## src/hw/rtl/block_min_max_normalizer_unit_assert.svh

```systemverilog
// ----------------------------------------------------------------------------
// block min-max normalizer assertion macros
// shared concurrent assertion forms, clocked on clk
// ----------------------------------------------------------------------------
`ifndef BLOCK_MIN_MAX_NORMALIZER_UNIT_ASSERT_SVH
`define BLOCK_MIN_MAX_NORMALIZER_UNIT_ASSERT_SVH

// checked outside reset only
`define BMMN_ASSERT(lbl, prop, msg) \
  lbl: assert property (@(posedge clk) disable iff (rst) (prop)) else $error(msg);

// checked on every edge, reset included
`define BMMN_ASSERT_ALWAYS(lbl, prop, msg) \
  lbl: assert property (@(posedge clk) (prop)) else $error(msg);

`endif

```

## src/hw/rtl/bmmn_pkg.sv

```systemverilog
// ----------------------------------------------------------------------------
// bmmn_pkg
// types and constants shared by the block min-max normalizer
// ----------------------------------------------------------------------------
`timescale 1ns / 1ps
`default_nettype none

package bmmn_pkg;

  localparam int SAMPLE_W = 16;
  localparam int CNT_W    = 7;   // holds a block length up to 64
  localparam int QUO_W    = 17;  // quotient of num * 2^16 / den, at most 65536
  localparam int REM_W    = 17;
  localparam int DIV_STEPS = QUO_W;

  localparam logic [SAMPLE_W-1:0] THRESHOLD_RESET = 16'd29491;

  // one finished block, handed from loader to emitter
  typedef struct packed {
    logic                bank;
    logic [CNT_W-1:0]    count;
    logic [SAMPLE_W-1:0] min;
    logic [SAMPLE_W-1:0] den;
    logic                flat;
    logic                dropped;
  } job_t;

  // per-result sideband carried along the divider
  typedef struct packed {
    logic [SAMPLE_W-1:0] den;
    logic                flat;
    logic                dropped;
    logic                last;
  } meta_t;

  typedef struct packed {
    meta_t            meta;
    logic [REM_W-1:0] rem;
    logic [QUO_W-1:0] quo;
  } div_stage_t;

endpackage

`default_nettype wire

```

## src/hw/rtl/bmmn_front.sv

```systemverilog
// ----------------------------------------------------------------------------
// bmmn_front
// sample loader: stores one block, tracks min, max, count and overflow
// ----------------------------------------------------------------------------
`timescale 1ns / 1ps
`default_nettype none

module bmmn_front #(
  parameter int DEPTH = 64
) (
  input  logic                         clk,
  input  logic                         rst,
  input  logic                         s_tvalid,
  output logic                         s_tready,
  input  logic [bmmn_pkg::SAMPLE_W-1:0] s_tdata,
  input  logic                         s_tlast,
  input  logic                         queue_full,
  output logic                         job_push,
  output bmmn_pkg::job_t               job,
  output logic                         mem_we,
  output logic [$clog2(DEPTH):0]       mem_waddr,
  output logic [bmmn_pkg::SAMPLE_W-1:0] mem_wdata
);
  import bmmn_pkg::*;

  localparam int IW = $clog2(DEPTH);
  localparam int FW = $clog2(DEPTH + 1);

  logic                       bank;
  logic [FW-1:0]              fill, fill_next;
  logic signed [SAMPLE_W-1:0] run_min, run_min_next;
  logic signed [SAMPLE_W-1:0] run_max, run_max_next;
  logic                       ovf, ovf_next;
  logic signed [SAMPLE_W-1:0] x;
  logic                       accept;
  logic                       has_room;

  assign x        = s_tdata;
  assign s_tready = !queue_full;
  assign accept   = s_tvalid && !queue_full;
  assign has_room = (fill != FW'(DEPTH));

  always_comb begin
    fill_next    = fill;
    run_min_next = run_min;
    run_max_next = run_max;
    ovf_next     = ovf;
    if (has_room) begin
      fill_next = fill + FW'(1);
      if (x < run_min) run_min_next = x;
      if (x > run_max) run_max_next = x;
    end else begin
      ovf_next = 1'b1;
    end
  end

  assign mem_we    = accept && has_room;
  assign mem_waddr = {bank, fill[IW-1:0]};
  assign mem_wdata = s_tdata;

  assign job_push    = accept && s_tlast;
  assign job.bank    = bank;
  assign job.count   = CNT_W'(fill_next);
  assign job.min     = run_min_next;
  assign job.den     = run_max_next - run_min_next;
  assign job.flat    = (run_max_next == run_min_next);
  assign job.dropped = ovf_next;

  always_ff @(posedge clk) begin
    if (rst) begin
      bank    <= 1'b0;
      fill    <= '0;
      run_min <= 16'sh7fff;
      run_max <= -16'sh8000;
      ovf     <= 1'b0;
    end else if (accept) begin
      if (s_tlast) begin
        // block closed: start the next one in the other bank
        bank    <= !bank;
        fill    <= '0;
        run_min <= 16'sh7fff;
        run_max <= -16'sh8000;
        ovf     <= 1'b0;
      end else begin
        fill    <= fill_next;
        run_min <= run_min_next;
        run_max <= run_max_next;
        ovf     <= ovf_next;
      end
    end
  end

endmodule

`default_nettype wire

```

## src/hw/rtl/bmmn_job_queue.sv

```systemverilog
// ----------------------------------------------------------------------------
// bmmn_job_queue
// two-entry queue of finished blocks between loader and emitter
// ----------------------------------------------------------------------------
`timescale 1ns / 1ps
`default_nettype none

`include "block_min_max_normalizer_unit_assert.svh"

module bmmn_job_queue (
  input  logic           clk,
  input  logic           rst,
  input  logic           push,
  input  bmmn_pkg::job_t push_job,
  input  logic           pop,
  output logic           head_valid,
  output bmmn_pkg::job_t head,
  output logic           full
);
  import bmmn_pkg::*;

  job_t       entry [2];
  logic       wr_ptr;
  logic       rd_ptr;
  logic [1:0] count;

  assign head_valid = (count != 2'd0);
  assign full       = (count == 2'd2);
  assign head       = entry[rd_ptr];

  always_ff @(posedge clk) begin
    if (push) entry[wr_ptr] <= push_job;
  end

  always_ff @(posedge clk) begin
    if (rst) begin
      wr_ptr <= 1'b0;
      rd_ptr <= 1'b0;
      count  <= 2'd0;
    end else begin
      if (push) wr_ptr <= !wr_ptr;
      if (pop)  rd_ptr <= !rd_ptr;
      case ({push, pop})
        2'b10:   count <= count + 2'd1;
        2'b01:   count <= count - 2'd1;
        default: count <= count;
      endcase
    end
  end

  `BMMN_ASSERT(a_no_push_full, push |-> !full, "job pushed into full queue")
  `BMMN_ASSERT(a_no_pop_empty, pop |-> head_valid, "job popped from empty queue")
  `BMMN_ASSERT_ALWAYS(a_reset_empty, rst |=> (count == 2'd0), "queue not empty after reset")

endmodule

`default_nettype wire

```

## src/hw/rtl/bmmn_back.sv

```systemverilog
// ----------------------------------------------------------------------------
// bmmn_back
// emitter: sample buffer, pipelined restoring divider and output register
// ----------------------------------------------------------------------------
`timescale 1ns / 1ps
`default_nettype none

`include "block_min_max_normalizer_unit_assert.svh"

module bmmn_back #(
  parameter int DEPTH = 64
) (
  input  logic                          clk,
  input  logic                          rst,
  input  logic                          head_valid,
  input  bmmn_pkg::job_t                head,
  output logic                          job_pop,
  input  logic                          mem_we,
  input  logic [$clog2(DEPTH):0]        mem_waddr,
  input  logic [bmmn_pkg::SAMPLE_W-1:0] mem_wdata,
  input  logic [bmmn_pkg::SAMPLE_W-1:0] threshold,
  output logic                          m_tvalid,
  input  logic                          m_tready,
  output logic [bmmn_pkg::SAMPLE_W-1:0] m_tdata,
  output logic [2:0]                    m_tuser,
  output logic                          m_tlast
);
  import bmmn_pkg::*;

  localparam int IW = $clog2(DEPTH);
  localparam int AW = IW + 1;

  // one long-division step: subtract den if it fits, shift in the quotient bit
  function automatic div_stage_t div_step(input div_stage_t s);
    div_stage_t       r;
    logic             ge;
    logic [REM_W-1:0] diff;
    r    = s;
    ge   = (s.rem >= {1'b0, s.meta.den});
    diff = ge ? (s.rem - {1'b0, s.meta.den}) : s.rem;
    r.rem = {diff[REM_W-2:0], 1'b0};
    r.quo = {s.quo[QUO_W-2:0], ge};
    return r;
  endfunction

  logic [SAMPLE_W-1:0] mem [2**AW];

  logic                en;
  logic                issue;
  logic                last_item;
  logic [IW-1:0]       idx;

  logic                rd_valid;
  meta_t               rd_meta;
  logic [SAMPLE_W-1:0] rd_min;
  logic [SAMPLE_W-1:0] rdata;

  logic [DIV_STEPS:0]  vld;
  div_stage_t          div [DIV_STEPS+1];

  logic [QUO_W-1:0]    rounded;
  logic [SAMPLE_W-1:0] norm;
  logic                flat_out;

  // whole pipeline moves together whenever the output slot frees up
  assign en        = !m_tvalid || m_tready;
  assign issue     = en && head_valid;
  assign last_item = ((CNT_W'(idx) + CNT_W'(1)) == head.count);
  assign job_pop   = issue && last_item;

  always_ff @(posedge clk) begin
    if (mem_we) mem[mem_waddr] <= mem_wdata;
    if (en)     rdata <= mem[{head.bank, idx}];
  end

  always_ff @(posedge clk) begin
    if (rst) begin
      idx      <= '0;
      rd_valid <= 1'b0;
    end else if (en) begin
      rd_valid <= head_valid;
      if (issue) idx <= last_item ? '0 : idx + IW'(1);
    end
  end

  always_ff @(posedge clk) begin
    if (en) begin
      rd_meta.den     <= head.den;
      rd_meta.flat    <= head.flat;
      rd_meta.dropped <= head.dropped;
      rd_meta.last    <= last_item;
      rd_min          <= head.min;
    end
  end

  always_ff @(posedge clk) begin
    if (rst) begin
      vld <= '0;
    end else if (en) begin
      vld <= {vld[DIV_STEPS-1:0], rd_valid};
    end
  end

  always_ff @(posedge clk) begin
    if (en) begin
      div[0].meta <= rd_meta;
      div[0].rem  <= {1'b0, rdata - rd_min};  // sample is never below the block min
      div[0].quo  <= '0;
      for (int i = 1; i <= DIV_STEPS; i++) begin
        div[i] <= div_step(div[i-1]);
      end
    end
  end

  // round half up: (floor(2x) + 1) / 2
  assign rounded  = div[DIV_STEPS].quo + QUO_W'(1);
  assign flat_out = div[DIV_STEPS].meta.flat;
  assign norm     = flat_out ? '0 : rounded[QUO_W-1:1];

  always_ff @(posedge clk) begin
    if (rst) begin
      m_tvalid <= 1'b0;
    end else if (en) begin
      m_tvalid <= vld[DIV_STEPS];
    end
  end

  always_ff @(posedge clk) begin
    if (en) begin
      m_tdata <= norm;
      m_tuser <= {div[DIV_STEPS].meta.dropped, flat_out, (norm > threshold)};
      m_tlast <= div[DIV_STEPS].meta.last;
    end
  end

  `BMMN_ASSERT(a_flat_zero, (m_tvalid && m_tuser[1]) |-> (m_tdata == '0),
               "flat block beat with nonzero value")
  `BMMN_ASSERT(a_norm_range, m_tvalid |-> (m_tdata <= 16'd32768),
               "normalized value above one")
  `BMMN_ASSERT(a_flat_not_above, (m_tvalid && m_tuser[1]) |-> !m_tuser[0],
               "flat block beat flagged above level")

endmodule

`default_nettype wire

```

## src/hw/rtl/block_min_max_normalizer_unit.sv

```systemverilog
// ----------------------------------------------------------------------------
// block_min_max_normalizer_unit
// min-max normalization of blocks of signed 16-bit samples to unsigned Q1.15
// ----------------------------------------------------------------------------
// Samples load at one beat per cycle into one half of a ping-pong buffer
// while the running min and max are tracked; the beat with tlast closes the
// block and queues it for output. The output side then streams one result
// per cycle when not stalled, (x - min) / (max - min) rounded to nearest in
// Q1.15, through a 17-stage pipelined restoring divider. Loading of the next
// block overlaps with output of the previous one; the input stalls only while
// two closed blocks still wait to be emitted. A flat block yields 0 with the
// flat flag, samples past DEPTH are discarded and every result of that block
// is marked dropped. The user must write the threshold register (reset 0.9)
// only while idle; the unit itself does not enforce this.
`timescale 1ns / 1ps
`default_nettype none

module block_min_max_normalizer_unit #(
  parameter int DEPTH = 64
) (
  input  logic        clk,
  input  logic        rst,
  input  logic        cfg_wr_en,
  input  logic [15:0] cfg_wr_data,  // threshold
  input  logic        s_tvalid,
  output logic        s_tready,
  input  logic [15:0] s_tdata,      // sample
  input  logic        s_tlast,      // block_end
  output logic        m_tvalid,
  input  logic        m_tready,
  output logic [15:0] m_tdata,      // normalized
  output logic [2:0]  m_tuser,      // dropped, flat_block, above_level
  output logic        m_tlast       // run_end
);
  import bmmn_pkg::*;

  localparam int AW = $clog2(DEPTH) + 1;

  logic [SAMPLE_W-1:0] threshold;
  logic                queue_full;
  logic                job_push;
  job_t                push_job;
  logic                job_pop;
  logic                head_valid;
  job_t                head;
  logic                mem_we;
  logic [AW-1:0]       mem_waddr;
  logic [SAMPLE_W-1:0] mem_wdata;

  always_ff @(posedge clk) begin
    if (rst) begin
      threshold <= THRESHOLD_RESET;
    end else if (cfg_wr_en) begin
      threshold <= cfg_wr_data;
    end
  end

  bmmn_front #(.DEPTH(DEPTH)) u_front (
    .clk        (clk),
    .rst        (rst),
    .s_tvalid   (s_tvalid),
    .s_tready   (s_tready),
    .s_tdata    (s_tdata),
    .s_tlast    (s_tlast),
    .queue_full (queue_full),
    .job_push   (job_push),
    .job        (push_job),
    .mem_we     (mem_we),
    .mem_waddr  (mem_waddr),
    .mem_wdata  (mem_wdata)
  );

  bmmn_job_queue u_queue (
    .clk        (clk),
    .rst        (rst),
    .push       (job_push),
    .push_job   (push_job),
    .pop        (job_pop),
    .head_valid (head_valid),
    .head       (head),
    .full       (queue_full)
  );

  bmmn_back #(.DEPTH(DEPTH)) u_back (
    .clk        (clk),
    .rst        (rst),
    .head_valid (head_valid),
    .head       (head),
    .job_pop    (job_pop),
    .mem_we     (mem_we),
    .mem_waddr  (mem_waddr),
    .mem_wdata  (mem_wdata),
    .threshold  (threshold),
    .m_tvalid   (m_tvalid),
    .m_tready   (m_tready),
    .m_tdata    (m_tdata),
    .m_tuser    (m_tuser),
    .m_tlast    (m_tlast)
  );

endmodule

`default_nettype wire

```

## config.mk

```make
export PLATFORM = sky130hd
export DESIGN_NAME = block_min_max_normalizer_unit
export DESIGN_NICKNAME = d
export VERILOG_FILES = /design/src/hw/rtl/bmmn_pkg.sv /design/src/hw/rtl/bmmn_front.sv /design/src/hw/rtl/bmmn_job_queue.sv /design/src/hw/rtl/bmmn_back.sv /design/src/hw/rtl/block_min_max_normalizer_unit.sv
export VERILOG_INCLUDE_DIRS = /design/src /design/src/hw/rtl
export SDC_FILE = /design/constraint.sdc
export NUM_CORES = 2
export LEC_CHECK = 0
export ABC_AREA = 1
export BUFFER_PORTS_ARGS = -buffer_cell sky130_fd_sc_hd__clkbuf_2
export CORE_ASPECT_RATIO = 1.4
export CORE_MARGIN = 8
export CORE_UTILIZATION = 40
export CTS_CLUSTER_DIAMETER = 80
export DETAILED_ROUTE_END_ITERATION = 10
export PLACE_DENSITY = 0.64
export SKIP_LAST_GASP = 1
export SYNTH_ARGS = -nofsm -noshare
export SYNTH_HDL_FRONTEND = slang
export SYNTH_SLANG_ARGS = --single-unit
```

## constraint.sdc

```tcl
create_clock -name clk -period 24 [get_ports clk]
set_input_delay 0 -clock clk [delete_from_list [all_inputs] [get_ports clk]]
set_output_delay 0 -clock clk [all_outputs]
set_load 0.02 [all_outputs]
```

# Word-level counts from Yosys, hierarchy flattened
# Memory sizes are Yosys's and may differ from the RTL's. A register that Yosys moved wholly into a read port is not among the register bits.
# Index checks and enable logic that the tools add are counted.
# word_totals
ff_bits	142
latch_bits	0
mem_bits_rw	3086
mem_bits_ro	0
input_bits	38
output_inout_bits	22
elab_cells	128
mem_count	3
# mem_list
name	depth	width	rd	rd_clocked_by_memory_dff	write_ports	line	source
u_back.mem	128	16	1	1	1	bmmn_back.sv:46	logic [SAMPLE_W-1:0] mem [2**AW];
u_back.div	18	53	18	0	18	bmmn_back.sv:59	div_stage_t div [DIV_STEPS+1];
u_queue.entry	2	42	1	1	1	bmmn_job_queue.sv:22	job_t entry [2];
# op_classes
addsub	25
multipliers	0
div_mod_pow	0
n_lt_le_gt_ge	20
eq_ne	6
shifts	0
muxes	38
bitwise	0
reduce_logical	15
# ops
cell	n
16-bit 2-to-1 mux	24
16-bit subtractor	19
17-bit by 16-bit greater-or-equal comparator with 1-bit output	17
16-bit greater-than comparator	2
17-bit by 1-bit adder with 17-bit output, second input constant	1
16-bit == test	1
16-bit less-than comparator	1
7-bit 2-to-1 mux	2
1-bit 2-to-1 mux	10
6-bit by 1-bit adder with 7-bit output, second input constant	1
7-bit by 1-bit adder with 7-bit output, second input constant	1
7-bit == test	1
7-bit != test, second input constant	1
6-bit by 1-bit adder with 6-bit output, second input constant	1
6-bit 2-to-1 mux	1
1-bit logical AND	5
1-bit zero test	5
2-bit == test, second input constant	2
2-bit one-hot mux with 2 select lines	1
2-bit AND reduction	2
2-bit nonzero test	2
2-bit by 1-bit adder with 2-bit output, second input constant	1
2-bit by 1-bit == test with 1-bit output, second input constant	1
2-bit by 1-bit subtractor with 2-bit output, second input constant	1
1-bit logical OR	1

# Longest topological paths before layout
# depth
depth_word	6
depth_mapped	27

# Modules after synthesis
# A second synthesis with hierarchy kept.
# hier_totals
hier_cells	11989
area_unflattened_um2	134554.0
# modules_own_cells
mod	instances	cells_each	area_per_inst_um2	seq_area_each_um2
bmmn_back	1	11175	126605.2	86703.2
bmmn_front	1	566	3856.2	820.8
bmmn_job_queue	1	164	3462.1	2622.5
block_min_max_normalizer_unit	1	84	630.6	320.3

# Worst setup path after synthesis
# OpenSTA, ideal clock, no wires.
# synth_timing
path_type	register -> register
start	register u_back.m_tvalid
end	memory u_back.div[0][17] (netlist bit) (enable)
setup_ns	1.506
arrival_time_ns	22.900
slack_ns	-0.406
stages_incl_launch_ff	5
path_cell_list	dfxtp_1 inv_1 nor2_1 clkinv_1 clkbuf_1
# synth_rtl
element	line	source
start, declared	bmmn_back.sv:22	output logic m_tvalid,
start signal, assigned	bmmn_back.sv:124	m_tvalid <= vld[DIV_STEPS];
end, declared	bmmn_back.sv:59	

==> flow_summary_export.csv <==
group,metric,value,unit
setup_path,crit_type,"reg2reg",
logic_synthesis,synth_edf_count,2954,
pwr,p_leak,51.95,nW
floorplan,dieArea,343600,µm²
clock_network,clock_latency,0.88,ns
clock_network,cts_tree,"yes",
logic_synthesis,synth_cells,10544,
setup_path,worstReg2RegStart,"u_back.idx[0]",
clock_network,clock_path_buffers,4,
floorplan,row_count,247,
place,place_congestion,0.8959,
flow_run,cap_violations,0,
setup_path,crit_fanout,183,
detailed_routing,via_count,84815,
clock_network,cts-buffers-inserted,302,
sta,finClkSkew,0.04009,ns
hold_path,hold_path.class,"in2reg",
logic_synthesis,ys.flop_type,"edfxtp_1",
sta,setup_viol,0,
sta,fin_tns_setup,0,ns
logic_synthesis,yosys-top-cells-count,"edfxtp_1, nor2_1, o21ai_0",
logic_synthesis,seq_area_frac_synth,69.63,%
logic_synthesis,synth_top_area_share,68.27,%
global_route,grt_pass1_wl,531800,µm
setup_path,ff2ff_setup_slack,18.59,ns
clock_network,cts_sinks,3042,
sta,rsz0062_at_grt,"false",
cells_and_area,drive_gt1_share,7.898,%
pwr,peakVddDrop,67.63,µV
floorplan,design.core.area,323300,µm²
setup_path,r2r_end,"u_back.rdata[13]",
sta,worst_slew_margin_rel,19.80,%
global_route,grt_overflow,0,
clock_network,cts_root_buf,"clkbuf_16",
detailed_routing,drtAntennaViolNets,0,
logic_synthesis,async_flop_share,0,%
place,hpwl,224300,µm
place,placed_cell_area,135000,µm²
detailed_routing,drt-vias-per-instance,5.603,
detailed_routing,drc_errors,0,
setup_path,crit_start,"u_back.idx[0]",
logic_synthesis,ys_types,60,
floorplan,initial_core_util,40.19,%
sta,fin_crit,5.413,ns
setup_path,cp.required,24.71,ns
clock_network,cts.clk_slew.worst_paths,0.06,ns
setup_path,cp-endpoint,"u_back.rdata[13]",
cells_and_area,design_area,145700,µm²
global_route,grt_pass1_vias,84011,
global_route,grt_max_degree,198,
sta,report.final.hold_viol_count,0,
place,place.port_buffers,59,
cells_and_area,synthToLayoutAreaGrowth,12.13,%
logic_synthesis,avgSynthCellArea,12.32,µm²
logic_synthesis,ys_warn_count,0,
logic_synthesis,synthTopCellsByArea,"edfxtp_1, nor2_1, o21ai_0",
cells_and_area,nNetsFinal,11080,
detailed_routing,routedWlPerCell,24.01,µm
logic_synthesis,syn_nets,10953,
floorplan,die_w,497.7,µm
sta,drv_slew,0,
run_status,status,"finished, final reports clean",
sta,post-route-period-util,22.55,%
place,dpl.cell_count,14519,
logic_synthesis,synth_top_area_cell,"edfxtp_1",
logic_synthesis,ys_ff_latch,3042,
setup_path,startpoint_type,"flop",
sta,fmax,184.8,MHz
clock_network,htree_levels,5,
sta,worst_slew_pin_slew,1.199,ns
clock_network,cts-resized-gates,0,
pwr,power.density,106.0,nW/µm²
global_route,antenna_found_initial,6,
setup_path,cp_data_arrival_time,6.12,ns
setup_path,crit_path_end_kind,"flop",
cells_and_area,stdcell_count,15138,
logic_synthesis,post-synth-top-count-cell,"edfxtp_1",
detailed_routing,routed_wl,363500,µm
detailed_routing,initialDrtViolationCount,8516,
detailed_routing,firstDrtPassIters,9,
logic_synthesis,netlist_area,129900,µm²
floorplan,ios,60,
setup_path,reg2reg_depth,12,
global_route,grtUsageTotal,20.07,%
floorplan,die_y,690.4,µm
==> flip-flops by register name, indices dropped and copies added, names as in the netlist, 18 cells and up, named ones only <==
name / count
u_queue.entry: 84
u_back.rd_meta: 19
u_back.div: 751
u_back.vld: 18
u_back.mem: 2048
==> placed cells by master (no fill, tap or decap), types with 13 or more instances in the layout <==
master / n
o22ai_1: 515
o2111ai_1: 20
clkinv_2: 42
nand2_1: 844
nand3_1: 252
nor4_1: 15
fa_1: 18
xor2_1: 92
dfxtp_1: 82
a21oi_2: 28
clkbuf_2: 43
o221ai_1: 91
or2_2: 17
dlygate4sd3_1: 81
clkinv_1: 49
clkbuf_16: 307
edfxtp_1: 2954
xnor2_1: 157
clkbuf_1: 55
a21boi_1: 15
nand3b_1: 24
o21ai_0: 1150
a21oi_1: 659
o21ai_2: 15
inv_1: 587
nor2_2: 22
nor3_1: 26
clkinvlp_4: 18
nand4_1: 43
nor2_1: 1652
a21o_1: 83
ha_1: 353
buf_4: 216
mux2_2: 37
o211ai_1: 36
o21ai_1: 145
buf_12: 13
bufinv_16: 34
==> timing repair <==
action,4_1_cts,5_1_grt
hold buffers,81,0
endpoints found under the setup margin,0,0
setup buffers,0,0
hold endpoints to repair,968,0
==> cells by family after synthesis <==
family | after synthesis | synth area share, %
compound gates | 2801 | 12.09
xor+xnor | 249 | 1.678
fa+ha+maj | 371 | 3.677
buf+inv | 1129 | 3.631
flops | 3042 | 69.63
mux | 37 | 0.3207
simple gates | 2915 | 8.971
==> worst min path at each step <==
stage	from	slack [ns]	cells past startpoint	endpoint
floorplan	s_tdata[0]	0.1	0	u_back.mem[0][0]
global placement	cfg_wr_data[4]	0.21	3	threshold[4]
finish	s_tdata[5]	0.14	2	u_back.mem[11][5]
detailed placement	cfg_wr_data[4]	0.22	3	threshold[4]
CTS	cfg_wr_en	0.06	3	threshold[1]
global route	s_tdata[8]	0.08	2	u_back.mem[7][8]
==> stage by stage <==
step	utilization, %	hold WS [ns]	worst slack (ns)	total power, mW
finish	45.07	0.1419	18.59	15.44
global route	45.07	0.08389	18.36	16.19
CTS	45.07	0.05595	18.69	15.54
detailed placement	41.76	0.2215	18.58	10.76
global placement	41.76	0.2126	18.38	10.72
floorplan	-	0.09887	12.12	9.621
==> metal layers <==
| layer | global-route usage [%] | routed length, µm | part of all wire, % |
|---|---|---|---|
| met1 | 22.83 | 130900 | 36 |
| met2 | 35.82 | 183600 | 51 |
| met3 | 2.831 | 23560 | 6.5 |
| met4 | 12.07 | 25400 | 7.0 |
| met5 | 0 | 0 | 0 |
==> layout make-up <==
cell class	count	area, µm²
Antenna cell	3	7.507
Clock buffer	365	7930
Clock inverter	170	1938
Fill cell	28838	177600
Inverter	599	2295
Multi-Input combinational cell	6373	34830
Sequential cell	3042	90480
Tap cell	4233	5296
Timing Repair Buffer	353	2908
==> critical path, stage by stage (launching register included) <==
cell and delay, ns:
dfxtp_4 0.55, inv_16 0.45, buf_12 0.57, buf_12 0.46, buf_4 0.88, o21ai_0 0.23
o22ai_1 0.18, nor2_1 0.06, o22ai_1 0.24, nand2_1 0.08, nand3_1 0.39, nand3_1 0.44
nand2_1 0.20
==> report_power, final <==
| group | total (mW) | switching, mW | internal [mW] |
|---|---|---|---|
| Sequential | 6.91 | 0.325 | 6.59 |
| Combinational | 3.76 | 2.40 | 1.36 |
| Clock | 4.77 | 2.03 | 2.74 |
| Total | 15.4 | 4.76 | 10.7 |
Note: power is estimated with default switching activity, not from simulation.
